`config.mk`:
```
export PLATFORM = sky130hd
export DESIGN_NAME = pl0_token_classifier_core
export DESIGN_NICKNAME = d
export VERILOG_FILES = /design/src/sv/pl0tc_pkg.sv /design/src/sv/pl0tc_front.sv /design/src/sv/pl0tc_queue.sv /design/src/sv/pl0tc_back.sv /design/src/sv/pl0_token_classifier_core.sv
export SDC_FILE = /design/constraint.sdc
export NUM_CORES = 1
export LEC_CHECK = 0
export ABC_CLOCK_PERIOD_IN_PS = 12300
export BUFFER_PORTS_ARGS = -buffer_cell sky130_fd_sc_hd__buf_2
export CAP_MARGIN = 5
export CORE_MARGIN = 4
export CORE_UTILIZATION = 40
export DETAILED_ROUTE_END_ITERATION = 16
export MAX_ROUTING_LAYER = met4
export PLACE_DENSITY = 0.56
export SETUP_SLACK_MARGIN = 0.05
export SLEW_MARGIN = 10
export SYNTH_ARGS = -nofsm -noshare
export SYNTH_HDL_FRONTEND = slang
export SYNTH_SLANG_ARGS = --single-unit
```
`constraint.sdc`:
```
create_clock -name clk -period 12.3 [get_ports clk]
set_input_delay 1.23 -clock clk [delete_from_list [all_inputs] [get_ports clk]]
set_output_delay 1.23 -clock clk [all_outputs]
set_load 0.03 [all_outputs]
```
`src/sv/pl0tc_pkg.sv`:
```
// ----------------------------------------------------------------------------
// pl0tc_pkg
// Shared types, token codes, reserved-word table and character decoders
// for the PL/0 token classifier.
// ----------------------------------------------------------------------------
`timescale 1ns / 1ps
`default_nettype none

package pl0tc_pkg;

  // Word buffer and identifier limits
  localparam int WORD_DEPTH    = 10;
  localparam int WIDX_W        = $clog2(WORD_DEPTH);
  localparam int MAX_ID_LENGTH = 10;
  localparam int KW_CHARS      = 9;
  localparam int NUM_RESERVED  = 11;

  // Depth of the queue between classifier and output sequencer
  localparam int QUEUE_DEPTH   = 2;

  typedef logic [7:0] char_t;
  typedef logic [4:0] code_t;
  typedef logic [7:0] len_t;
  typedef char_t [WORD_DEPTH-1:0] word_t;

  // Operator waiting for a possible second character
  typedef enum logic [1:0] {
    HELD_COLON,
    HELD_LT,
    HELD_GT
  } held_op_t;

  typedef struct packed {
    code_t code;
    len_t  len;
  } token_t;

  // One queue entry: the tokens caused by one input byte
  typedef struct packed {
    logic   two;
    token_t tok0;
    token_t tok1;
  } entry_t;

  // Token codes
  localparam code_t TOK_UNKNOWN = 5'd0;
  localparam code_t TOK_KEYWORD = 5'd1;
  localparam code_t TOK_IDENT   = 5'd2;
  localparam code_t TOK_NUMBER  = 5'd3;
  localparam code_t TOK_PLUS    = 5'd4;
  localparam code_t TOK_MINUS   = 5'd5;
  localparam code_t TOK_TIMES   = 5'd6;
  localparam code_t TOK_SLASH   = 5'd7;
  localparam code_t TOK_ODD     = 5'd8;
  localparam code_t TOK_EQ      = 5'd9;
  localparam code_t TOK_NE      = 5'd10;
  localparam code_t TOK_LT      = 5'd11;
  localparam code_t TOK_GT      = 5'd12;
  localparam code_t TOK_LE      = 5'd13;
  localparam code_t TOK_GE      = 5'd14;
  localparam code_t TOK_BECOMES = 5'd15;
  localparam code_t TOK_LPAREN  = 5'd16;
  localparam code_t TOK_RPAREN  = 5'd17;
  localparam code_t TOK_COMMA   = 5'd18;
  localparam code_t TOK_PERIOD  = 5'd19;
  localparam code_t TOK_SEMI    = 5'd20;
  localparam code_t TOK_HASH    = 5'd21;

  // Reserved word entry; text is right-justified, last character in the low byte
  typedef struct packed {
    logic [3:0]              len;
    code_t                   code;
    logic [8*KW_CHARS-1:0]   txt;
  } reserved_t;

  localparam reserved_t RESERVED [NUM_RESERVED] = '{
    '{4'd5, TOK_KEYWORD, "begin"},
    '{4'd3, TOK_KEYWORD, "end"},
    '{4'd2, TOK_KEYWORD, "if"},
    '{4'd4, TOK_KEYWORD, "then"},
    '{4'd5, TOK_KEYWORD, "while"},
    '{4'd2, TOK_KEYWORD, "do"},
    '{4'd5, TOK_KEYWORD, "const"},
    '{4'd3, TOK_KEYWORD, "var"},
    '{4'd4, TOK_KEYWORD, "call"},
    '{4'd9, TOK_KEYWORD, "procedure"},
    '{4'd3, TOK_ODD,     "odd"}
  };

  function automatic logic is_letter(char_t c);
    return ((c >= "a") && (c <= "z")) || ((c >= "A") && (c <= "Z"));
  endfunction

  function automatic logic is_digit(char_t c);
    return (c >= "0") && (c <= "9");
  endfunction

  function automatic logic is_space(char_t c);
    return (c == " ") || (c == 8'h09) || (c == 8'h0A) || (c == 8'h0D);
  endfunction

  // Code of a single-character operator, unknown for anything else
  function automatic code_t single_code(char_t c);
    code_t code;
    case (c)
      "+":     code = TOK_PLUS;
      "-":     code = TOK_MINUS;
      "*":     code = TOK_TIMES;
      "/":     code = TOK_SLASH;
      "=":     code = TOK_EQ;
      "<":     code = TOK_LT;
      ">":     code = TOK_GT;
      "(":     code = TOK_LPAREN;
      ")":     code = TOK_RPAREN;
      ",":     code = TOK_COMMA;
      ".":     code = TOK_PERIOD;
      ";":     code = TOK_SEMI;
      "#":     code = TOK_HASH;
      default: code = TOK_UNKNOWN;
    endcase
    return code;
  endfunction

  // Classify a finished word: reserved word, identifier, number or unknown
  function automatic code_t word_code(word_t chars, len_t len, logic letters,
                                      logic digits);
    logic  found;
    logic  hit;
    code_t code;
    int    pos;
    found = 1'b0;
    code  = TOK_UNKNOWN;
    for (int k = 0; k < NUM_RESERVED; k++) begin
      hit = (len == len_t'(RESERVED[k].len));
      for (int j = 0; j < KW_CHARS; j++) begin
        if (j < int'(RESERVED[k].len)) begin
          pos = int'(RESERVED[k].len) - 1 - j;
          if (chars[j] != RESERVED[k].txt[pos*8 +: 8]) begin
            hit = 1'b0;
          end
        end
      end
      if (hit && !found) begin
        found = 1'b1;
        code  = RESERVED[k].code;
      end
    end
    if (!found) begin
      if (letters && (len <= len_t'(MAX_ID_LENGTH))) begin
        code = TOK_IDENT;
      end else if (digits) begin
        code = TOK_NUMBER;
      end else begin
        code = TOK_UNKNOWN;
      end
    end
    return code;
  endfunction

endpackage

`default_nettype wire

```
`src/sv/pl0tc_front.sv`:
```
// ----------------------------------------------------------------------------
// pl0tc_front
// Accepts source bytes, tracks the pending word and held operator, and
// pushes the tokens caused by each byte into the queue as one entry.
// ----------------------------------------------------------------------------
`timescale 1ns / 1ps
`default_nettype none

module pl0tc_front (
  input  wire logic              clk,
  input  wire logic              rst,
  input  wire logic              accept,
  input  wire pl0tc_pkg::char_t  char_code,
  input  wire logic              end_of_text,
  output pl0tc_pkg::entry_t      push_entry,
  output logic                   push
);
  import pl0tc_pkg::*;

  // Pending word and held operator
  word_t    word_chars;
  word_t    word_chars_next;
  len_t     word_length;
  len_t     word_length_next;
  logic     all_letters;
  logic     all_letters_next;
  logic     all_digits;
  logic     all_digits_next;
  held_op_t held_op;
  held_op_t held_op_next;
  logic     held_valid;
  logic     held_valid_next;

  // Byte decode
  logic   c_letter;
  logic   c_digit;
  logic   c_word;
  logic   c_space;
  logic   c_hold;
  logic   held_hit;
  logic   proc;

  // Word view after this byte
  word_t  upd_chars;
  len_t   upd_length;
  logic   upd_letters;
  logic   upd_digits;
  word_t  view_chars;
  len_t   view_length;
  logic   view_letters;
  logic   view_digits;

  // Token sources: held operator, word flush, single character
  logic   a_en;
  logic   b_en;
  logic   c_en;
  token_t a_tok;
  token_t b_tok;
  token_t c_tok;

  always_comb begin
    c_letter = is_letter(char_code);
    c_digit  = is_digit(char_code);
    c_word   = c_letter || c_digit;
    c_space  = is_space(char_code);
    c_hold   = (char_code == ":") || (char_code == "<") || (char_code == ">");
  end

  // Resolve the held operator against this byte
  always_comb begin
    held_hit = held_valid &&
               ((char_code == "=") || ((held_op == HELD_LT) && (char_code == ">")));
    proc     = !held_hit;
    a_en     = held_valid;
    a_tok    = '{code: TOK_UNKNOWN, len: len_t'(1)};
    if (held_hit) begin
      a_tok.len = len_t'(2);
      if (char_code == "=") begin
        unique case (held_op)
          HELD_COLON: a_tok.code = TOK_BECOMES;
          HELD_LT:    a_tok.code = TOK_LE;
          HELD_GT:    a_tok.code = TOK_GE;
          default:    a_tok.code = TOK_UNKNOWN;
        endcase
      end else begin
        a_tok.code = TOK_NE;
      end
    end else begin
      unique case (held_op)
        HELD_COLON: a_tok.code = TOK_UNKNOWN;
        HELD_LT:    a_tok.code = TOK_LT;
        HELD_GT:    a_tok.code = TOK_GT;
        default:    a_tok.code = TOK_UNKNOWN;
      endcase
    end
  end

  // Append the byte to the word buffer
  always_comb begin
    for (int i = 0; i < WORD_DEPTH; i++) begin
      upd_chars[i] = (word_length == len_t'(i)) ? char_code : word_chars[i];
    end
    upd_length  = (word_length == '1) ? word_length : word_length + len_t'(1);
    upd_letters = all_letters && c_letter;
    upd_digits  = all_digits && c_digit;
  end

  // Classify the word that is flushed, and the single character
  always_comb begin
    view_chars   = c_word ? upd_chars   : word_chars;
    view_length  = c_word ? upd_length  : word_length;
    view_letters = c_word ? upd_letters : all_letters;
    view_digits  = c_word ? upd_digits  : all_digits;
    b_en  = proc && ((c_word && end_of_text) || (!c_word && (word_length != '0)));
    b_tok = '{code: word_code(view_chars, view_length, view_letters, view_digits),
              len: view_length};
    c_en  = proc && !c_word && !c_space && !(c_hold && !end_of_text);
    c_tok = '{code: single_code(char_code), len: len_t'(1)};
  end

  // Pack up to two tokens into one queue entry
  always_comb begin
    push            = accept && (a_en || b_en || c_en);
    push_entry.two  = (a_en && (b_en || c_en)) || (b_en && c_en);
    push_entry.tok0 = a_en ? a_tok : (b_en ? b_tok : c_tok);
    push_entry.tok1 = (a_en && b_en) ? b_tok : c_tok;
  end

  // Next state of word and held operator
  always_comb begin
    word_chars_next  = word_chars;
    word_length_next = word_length;
    all_letters_next = all_letters;
    all_digits_next  = all_digits;
    held_op_next     = held_op;
    held_valid_next  = 1'b0;
    if (proc && c_word) begin
      word_chars_next  = upd_chars;
      word_length_next = upd_length;
      all_letters_next = upd_letters;
      all_digits_next  = upd_digits;
    end
    if (b_en) begin
      word_length_next = '0;
      all_letters_next = 1'b1;
      all_digits_next  = 1'b1;
    end
    if (proc && c_hold && !end_of_text) begin
      held_valid_next = 1'b1;
      if (char_code == ":") begin
        held_op_next = HELD_COLON;
      end else if (char_code == "<") begin
        held_op_next = HELD_LT;
      end else begin
        held_op_next = HELD_GT;
      end
    end
  end

  // Control state
  always_ff @(posedge clk) begin
    if (rst) begin
      word_length <= '0;
      all_letters <= 1'b1;
      all_digits  <= 1'b1;
      held_valid  <= 1'b0;
    end else if (accept) begin
      word_length <= word_length_next;
      all_letters <= all_letters_next;
      all_digits  <= all_digits_next;
      held_valid  <= held_valid_next;
    end
  end

  // Payload state
  always_ff @(posedge clk) begin
    if (accept) begin
      word_chars <= word_chars_next;
      held_op    <= held_op_next;
    end
  end

endmodule

`default_nettype wire

```
`src/sv/pl0tc_queue.sv`:
```
// ----------------------------------------------------------------------------
// pl0tc_queue
// Short FIFO of token entries between the classifier and the output
// sequencer.
// ----------------------------------------------------------------------------
`timescale 1ns / 1ps
`default_nettype none

module pl0tc_queue (
  input  wire logic               clk,
  input  wire logic               rst,
  input  wire logic               push,
  input  wire pl0tc_pkg::entry_t  push_entry,
  output logic                    full,
  input  wire logic               pop,
  output pl0tc_pkg::entry_t       pop_entry,
  output logic                    nonempty
);
  import pl0tc_pkg::*;

  localparam int PTR_W = (QUEUE_DEPTH > 1) ? $clog2(QUEUE_DEPTH) : 1;
  localparam int CNT_W = $clog2(QUEUE_DEPTH + 1);

  entry_t             slots [QUEUE_DEPTH];
  logic [PTR_W-1:0]   wr_ptr;
  logic [PTR_W-1:0]   rd_ptr;
  logic [CNT_W-1:0]   count;
  logic               do_push;
  logic               do_pop;

  always_comb begin
    full      = (count == CNT_W'(QUEUE_DEPTH));
    nonempty  = (count != '0);
    do_push   = push && !full;
    do_pop    = pop && nonempty;
    pop_entry = slots[rd_ptr];
  end

  // Advance pointers and occupancy
  always_ff @(posedge clk) begin
    if (rst) begin
      wr_ptr <= '0;
      rd_ptr <= '0;
      count  <= '0;
    end else begin
      if (do_push) begin
        wr_ptr <= (wr_ptr == PTR_W'(QUEUE_DEPTH - 1)) ? '0 : wr_ptr + PTR_W'(1);
      end
      if (do_pop) begin
        rd_ptr <= (rd_ptr == PTR_W'(QUEUE_DEPTH - 1)) ? '0 : rd_ptr + PTR_W'(1);
      end
      count <= count + CNT_W'(do_push) - CNT_W'(do_pop);
    end
  end

  // Store entries
  always_ff @(posedge clk) begin
    if (do_push) begin
      slots[wr_ptr] <= push_entry;
    end
  end

endmodule

`default_nettype wire

```
`src/sv/pl0tc_back.sv`:
```
// ----------------------------------------------------------------------------
// pl0tc_back
// Output sequencer: takes one queue entry at a time and presents its
// tokens one per cycle while out_ready is high on the output channel.
// ----------------------------------------------------------------------------
`timescale 1ns / 1ps
`default_nettype none

module pl0tc_back (
  input  wire logic               clk,
  input  wire logic               rst,
  input  wire logic               q_nonempty,
  input  wire pl0tc_pkg::entry_t  q_entry,
  output logic                    pop,
  output logic                    out_valid,
  input  wire logic               out_ready,
  output pl0tc_pkg::code_t        token_code,
  output pl0tc_pkg::len_t         token_length,
  output logic                    last_of_run
);
  import pl0tc_pkg::*;

  entry_t cur;
  logic   cur_valid;
  logic   phase;
  logic   fin;
  logic   take;

  // Select the token on show and decide when to load the next entry
  always_comb begin
    fin          = !cur.two || phase;
    take         = !cur_valid || (out_ready && fin);
    pop          = take && q_nonempty;
    out_valid    = cur_valid;
    token_code   = phase ? cur.tok1.code : cur.tok0.code;
    token_length = phase ? cur.tok1.len  : cur.tok0.len;
    last_of_run  = fin;
  end

  // Hold, advance to the second token, or load the next entry
  always_ff @(posedge clk) begin
    if (rst) begin
      cur_valid <= 1'b0;
      phase     <= 1'b0;
    end else if (take) begin
      cur_valid <= q_nonempty;
      phase     <= 1'b0;
    end else if (out_ready) begin
      phase     <= 1'b1;
    end
  end

  always_ff @(posedge clk) begin
    if (pop) begin
      cur <= q_entry;
    end
  end

endmodule

`default_nettype wire

```
`src/sv/pl0_token_classifier_core.sv`:
```
// Path: tokens are registered in a queue slot, then in the output stage.
// Throughput: one byte per cycle while the queue has room; a byte that yields
// two tokens holds the output side while both are shown, so the sustained
// byte rate is set by the single-token-per-cycle output sequencer.
// Reset: synchronous, clears word length, letter/digit flags, held operator,
// queue and output state; no clearing pass is needed.
// ----------------------------------------------------------------------------
// pl0_token_classifier_core
// PL/0 style token classifier: byte stream in, token code and length out.
// ----------------------------------------------------------------------------
`timescale 1ns / 1ps
`default_nettype none

module pl0_token_classifier_core (
  input  wire logic              clk,
  input  wire logic              rst,
  input  wire logic              in_valid,
  output logic                   in_ready,
  input  wire pl0tc_pkg::char_t  char_code,
  input  wire logic              end_of_text,
  output logic                   out_valid,
  input  wire logic              out_ready,
  output pl0tc_pkg::code_t       token_code,
  output pl0tc_pkg::len_t        token_length,
  output logic                   last_of_run
);
  import pl0tc_pkg::*;

  logic   accept;
  logic   push;
  entry_t push_entry;
  logic   q_full;
  logic   q_nonempty;
  logic   pop;
  entry_t q_entry;

  // Take a request whenever the queue has room
  always_comb begin
    in_ready = !q_full;
    accept   = in_valid && in_ready;
  end

  pl0tc_front u_front (
    .clk         (clk),
    .rst         (rst),
    .accept      (accept),
    .char_code   (char_code),
    .end_of_text (end_of_text),
    .push_entry  (push_entry),
    .push        (push)
  );

  pl0tc_queue u_queue (
    .clk        (clk),
    .rst        (rst),
    .push       (push),
    .push_entry (push_entry),
    .full       (q_full),
    .pop        (pop),
    .pop_entry  (q_entry),
    .nonempty   (q_nonempty)
  );

  pl0tc_back u_back (
    .clk          (clk),
    .rst          (rst),
    .q_nonempty   (q_nonempty),
    .q_entry      (q_entry),
    .pop          (pop),
    .out_valid    (out_valid),
    .out_ready    (out_ready),
    .token_code   (token_code),
    .token_length (token_length),
    .last_of_run  (last_of_run)
  );

endmodule

`default_nettype wire
```
==> results of run 1 <==
-- per-layer routing --
metal / up-vias / track usage / share of wire
li1: 3484 / - / -
met1: 3636 / 0.3009 / 0.46
met2: 311 / 0.3400 / 0.45
met3: 66 / 0.02902 / 0.056
met4: 0 / 0.07930 / 0.031
met5: - / - / 0
-- cell usage after synthesis (7+ instances only) --
library cell  number  share of area
or3_1              8         0.0052
mux2_2            77          0.090
clkbuf_1          48          0.019
o31ai_1            7         0.0054
buf_2              7         0.0036
a31oi_1           16          0.010
nor4bb_1           7         0.0073
nand2_1          139          0.054
xnor2_1            7         0.0064
o21ai_0           46          0.024
nor2b_1           12         0.0078
a21oi_1           41          0.021
nor4_1            19          0.012
nor2_1            75          0.029
nand2b_1          10         0.0065
nand4_1           16          0.010
nor3_1            37          0.019
and2_1             9         0.0058
ha_1              11          0.014
dfxtp_1           17          0.035
edfxtp_1         155           0.48
nand3_1           27          0.014
mux2i_1           11          0.011
and3_1             9         0.0058
inv_1             17         0.0066
-- cells by family after synthesis --
logic type	after synthesis	synth area share
buf+inv	79	0.03357
xor+xnor	10	0.009074
flops	172	0.5174
mux	89	0.1028
simple gates	401	0.2092
fa+ha+maj	12	0.01529
compound gates	170	0.1126
-- where the power goes --
part / leakage, nW / switching (W) / internal, W / total [W]
sequential: 1.55 / 0.0000258 / 0.000736 / 0.000762
combinational: 1.67 / 0.000218 / 0.000116 / 0.000334
clock: 0.304 / 0.000279 / 0.000296 / 0.000575
total: 3.52 / 0.000523 / 0.00115 / 0.00167
-- metrics by stage --
step                cells  setup WS, ps  power (W)    util
finish               1262          7231   0.001670  0.4514
detailed placement   1230          6880   0.001112  0.4250
global route         1262          7071   0.001744  0.4514
CTS                  1262          7341   0.001688  0.4514
global placement     1230          6957   0.001107  0.4250
floorplan             933          6418   0.001016       -
-- worst max-delay path: cells and delay by family --
kind,cells,cell delay [ps]
buffers and inverters,2,600
AND/OR/NAND/NOR,7,2220
multiplexers,1,310
AO/OA/AOI/OAI,2,860
-- flip-flops by register name, indices dropped and copies added, names as in the netlist --
register,count
u_front.word_chars,72
u_queue.slots,54
u_back.cur,27
u_front.word_length,8
u_front.held_op,2
u_queue.count,2
u_back.out_valid,1
u_back.phase,1
u_front.a_en,1
u_front.all_digits,1
u_front.all_letters,1
u_queue.rd_ptr,1
u_queue.wr_ptr,1
-- path summary, 6_finish.rpt --
path / end / start / cells past startpoint / slack [ps]
hold / removal: u_front.all_letters / u_front.all_letters / 2 / 470
hold reg to reg: u_front.all_letters / u_front.all_letters / 2 / 470
setup / recovery: u_queue.slots[1][8] / char_code[1] / 12 / 7230
setup reg to reg: u_queue.slots[0][22] / u_front.word_length[5] / 10 / 7650
-- area by class of cell --
class	instances	share of cell area
inverters	17	0.005987
well taps	319	0.03745
repair buffers	40	0.02160
clock buffers	17	0.03992
clock inverters	15	0.01843
multi-input cells	682	0.4080
flip-flops and latches	172	0.4687
==> out/results.ini, run 1 <==
[clock_network]
clkLatencyLatePin_ps=450
clockRootBuffer=clkbuf_16
cts_resized=0
htree_levels=4
cts_hold_buffers=0
postCtsSetupBuffers=0
cts_sinks=172
clockBufferDepth=2
numCtsBuffers=17
clk_pin_slew_worst_paths_ps=70
cts_tree=built

[timing]
fin_crit_ps=5069
rsz0062_at_grt=no
finalCritPeriodShare=0.4121
holdWs_ps=474.2
slew_headroom=0.2632
clock_skew_ps=11.75
fmax_mhz=197.3
worst_pin_slew_ps=1090
setup_viol=0
finalMaxSlewViolations=0
finalSetupTns_ps=0
hold_violations=0

[floorplanning]
die_height_um=163.3
dieArea_mm2=0.02668
ios=29
die_w_um=163.3
row_count=56
initial_core_util=0.4088
core_area_mm2=0.02361

[cells_and_area]
diodes=0
nNetsFinal=954
seq_area_mm2=0.004995
area_growth_syn_to_layout_pct=10.41
final_cell_mix=edfxtp_1, nand2_1, mux2_2, nor2_1, o21ai_0
stdcell_area_mm2=0.01066
final_common_cell=edfxtp_1
multi_input_area_mm2=0.004348
drive_above_1_share=0.1782
fill_cells=2245

[synthesis]
synth_nets=957
synth_ff_type=edfxtp_1
synth-edff-count=155
async_flop_share=0
ys_seq_area_frac=0.5174
synthCells=933
ys_seq_elements=172
netlist_area_mm2=0.009653
syn_avg_cell_area_um2=10.35
ys_warn_count=0
synth_cell_type_count=73

[status]
status=finished, final reports clean

[power_and_ir_drop]
pwr_density_cell_mw_per_mm2=156.7
max-vdd-ir-drop_v=0.00009454
p_leak_nw=3.525

[grt]
grt_pass1_wl_um=43460
grt_pass1_vias=7182
grt_max_degree=73
grt_usage=0.2205
overflow=0
antenna_found_initial=0

[drt]
routed_wl_um=28260
ant_nets=0
routed_via_density=5.941
drt_iter0_markers=756
first_pass_iters=5
vias=7497
drc_errors=0
routedWlPerCell_um=22.39

[critical_path]
critPathRequiredTime_ps=12490
cp-start-kind=input port
worstPathCellList=buf_2, or4_4, o22ai_2, nor2_1, buf_4, o32a_1, nor4_1, nand4_1, or3_1, nand4_1, nand3_1, mux2_2
slowest_delay_ps=700
slowest_stage=o22ai_2
critPathArrivalTime_ps=5260
end_kind=register
critPathMaxFanout=31
setup.worst_path.class=input port to register
crit_top_cell=nand4_1

[worst_hold_path]
min_path_type=register to register

[placement]
port_buffers=28
placed_area_mm2=0.01004
dp_hpwl_um=19390
globalplace.congestion=0.9669

[job]
timing.max_cap.violations=0

Note: power is estimated with default switching activity, not from simulation.
==> run 2, diff against run 1 <==
Settings changed: ABC_CLOCK_PERIOD_IN_PS 12300 to 5100.
Clock period 12.3 ns to 5.1 ns, I/O delays scaled along.
==> run 2 against run 1 <==
Effect of this change:
- critical endpoint is now u_queue.slots[0][22]
- critical path depth fell by 1
- global-route usage hardly changed
- first-iteration DRC count fell by 9.5%
- sequential share of layout area decreased by 0.50 points
- wire length is the same
- critical path type is now register to register
==> out/results.ini, run 2 (synthesis gave the netlist of run 1 again) <==
[drt]
routedWlPerCell_um=22.09  ; -1.3%
routed_via_density=5.885  ; -0.93%
drc_errors=0  ; unchanged
ant_nets=0  ; unchanged
first_pass_iters=5  ; unchanged
drt_iter0_markers=684  ; -9.5%
routed_wl_um=28260  ; unchanged
vias=7527  ; +0.40%

[critical_path]
slowest_delay_ps=790  ; +90 ps
critPathRequiredTime_ps=5250  ; -7240 ps
critPathArrivalTime_ps=4380  ; -880 ps
cp-start-kind=register
critPathMaxFanout=15  ; -52%
timing.rr.start=u_front.word_length[4]
setup.worst_path.class=register to register
end_kind=register
worstPathCellList=nor4_4, and3_1, buf_4, nand3_4, mux2_4, or4_1, or3_1, o41a_1, a211o_1, a41oi_1, a21oi_1
slowest_stage=nor4_4
cp-startpoint=u_front.word_length[4]

[power_and_ir_drop]
pwr_density_cell_mw_per_mm2=370.1  ; +140%
p_seq_frac=0.460  ; +0.004
p_leak_nw=3.576  ; +1.5%
swShare=0.3063  ; -0.006773
power_w=0.003987  ; +140%
p_clk_frac=0.334  ; -0.010
p_sw_w=0.001221  ; +130%
internal_power_w=0.002766  ; +140%
max-vdd-ir-drop_v=0.0002570  ; +170%
pwr-share-comb=0.206  ; +0.006

[cells_and_area]
largest_reg_flops=72  ; unchanged
top_register=u_front.word_chars
final_common_cell=edfxtp_1
drive_above_1_share=0.1908  ; +0.01267
stdcell_area_mm2=0.01077  ; +1.1%
final_cell_mix=edfxtp_1, nand2_1, mux2_2, nor2_1, o21ai_0
fin_util=0.4562  ; +0.004874
fill_cells=2239  ; -0.27%
reg_top3=u_front.word_chars x72, u_queue.slots x54, u_back.cur x27
area_growth_syn_to_layout_pct=11.60
nNetsFinal=970  ; +1.7%

[placement]
port_buffers=28  ; unchanged
placed_area_mm2=0.01017  ; +1.3%
globalplace.congestion=1.030  ; +6.5%
dp_hpwl_um=19750  ; +1.8%

[grt]
antenna_found_initial=1  ; +1
grt_max_degree=73  ; unchanged
grt_pass1_vias=7204  ; +0.31%
overflow=0  ; unchanged
grt_usage=0.2208  ; +0.0002834
grt_pass1_wl_um=43650  ; +0.43%

[clock_network]
clk_pin_slew_worst_paths_ps=70  ; about the same
clkLatencyLatePin_ps=440  ; about the same
clockBufferDepth=2  ; unchanged
htree_levels=4  ; unchanged
cts_tree=built
cts_resized=0  ; unchanged
postCtsSetupBuffers=0  ; unchanged
numCtsBuffers=17  ; unchanged
clockRootBuffer=clkbuf_16
cts_sinks=172  ; unchanged
cts_hold_buffers=0  ; unchanged

[timing]
worst_pin_slew_ps=1067  ; -23.78 ps
rsz0062_at_grt=no
hold_violations=0  ; unchanged
fmax_mhz=236.0
finalSetupTns_ps=0  ; unchanged
fin_crit_ps=4237
slew_headroom=0.2793  ; +0.01607
finalCritPeriodShare=0.8307
setup_viol=0  ; unchanged
finalMaxSlewViolations=0  ; unchanged
clock_skew_ps=18.32  ; +6.573 ps

[floorplanning]
ios=29  ; unchanged
die_height_um=163.3  ; unchanged
core_area_mm2=0.02361  ; unchanged
row_count=56  ; unchanged
die_w_um=163.3  ; unchanged
dieArea_mm2=0.02668  ; unchanged
initial_core_util=0.4088  ; unchanged

[status]
status=finished, final reports clean

[worst_hold_path]
min_path_type=input port to register
hold_start=out_ready

[job]
timing.max_cap.violations=0  ; unchanged

==> run 2: final cells by class <==
type                            instances  area (um^2)  share of cell area
Antenna cell                            1        2.502           0.0002323
Clock buffer                           17        425.4             0.03949
Clock inverter                         15        176.4             0.01638
Inverter                               17        63.81            0.005923
Multi-Input combinational cell        682         4348              0.4036
Sequential cell                       172         4995              0.4636
Tap cell                              319        399.1             0.03705
Timing Repair Buffer                   56        362.8             0.03368
==> run 2: through the flow <==
step           hold WS, ps  setup WS (ps)  instances
3_5_place_dp         462.3          760.6       1246
6_report             360.0          863.5       1279
4_1_cts              343.2          908.9       1278
5_1_grt              340.6          709.6       1279
3_3_place_gp         457.7          784.4       1246
2_1_floorplan        440.5           1007        933
==> run 2: critical path: cells and delay by family (launching register included) <==
family | cells | cell delay [ps]
flip-flops | 1 | 420
AND/OR/NAND/NOR | 5 | 1990
buffers and inverters | 1 | 210
multiplexers | 1 | 360
AO/OA/AOI/OAI | 4 | 950
==> run 2: per-layer routing <==
| metal | up-vias | GRT usage | share of wire |
|---|---|---|---|
| met5 | - | - | 0 |
| met4 | 0 | 0.08311 | 0.035 |
| li1 | 3516 | - | - |
| met2 | 316 | 0.3364 | 0.45 |
| met3 | 69 | 0.04441 | 0.062 |
| met1 | 3626 | 0.2933 | 0.45 |
==> run 2: power by group through the flow <==
stage	logic, W	registers, W	clock network [W]
2_1_floorplan	0.000593	0.00186	0
3_3_place_gp	0.000825	0.00186	0
3_5_place_dp	0.000823	0.00187	0
4_1_cts	0.000828	0.00184	0.00135
5_1_grt	0.000891	0.00185	0.00142
6_report	0.000822	0.00184	0.00133
==> run 2: worst paths after layout <==
check                          to  slack (ps)  depth (start not counted)
max reg2reg  u_queue.slots[0][22]         860                         11
min                  u_back.phase         360                          3
min reg2reg   u_front.all_letters         480                          2
max          u_queue.slots[0][22]         860                         11
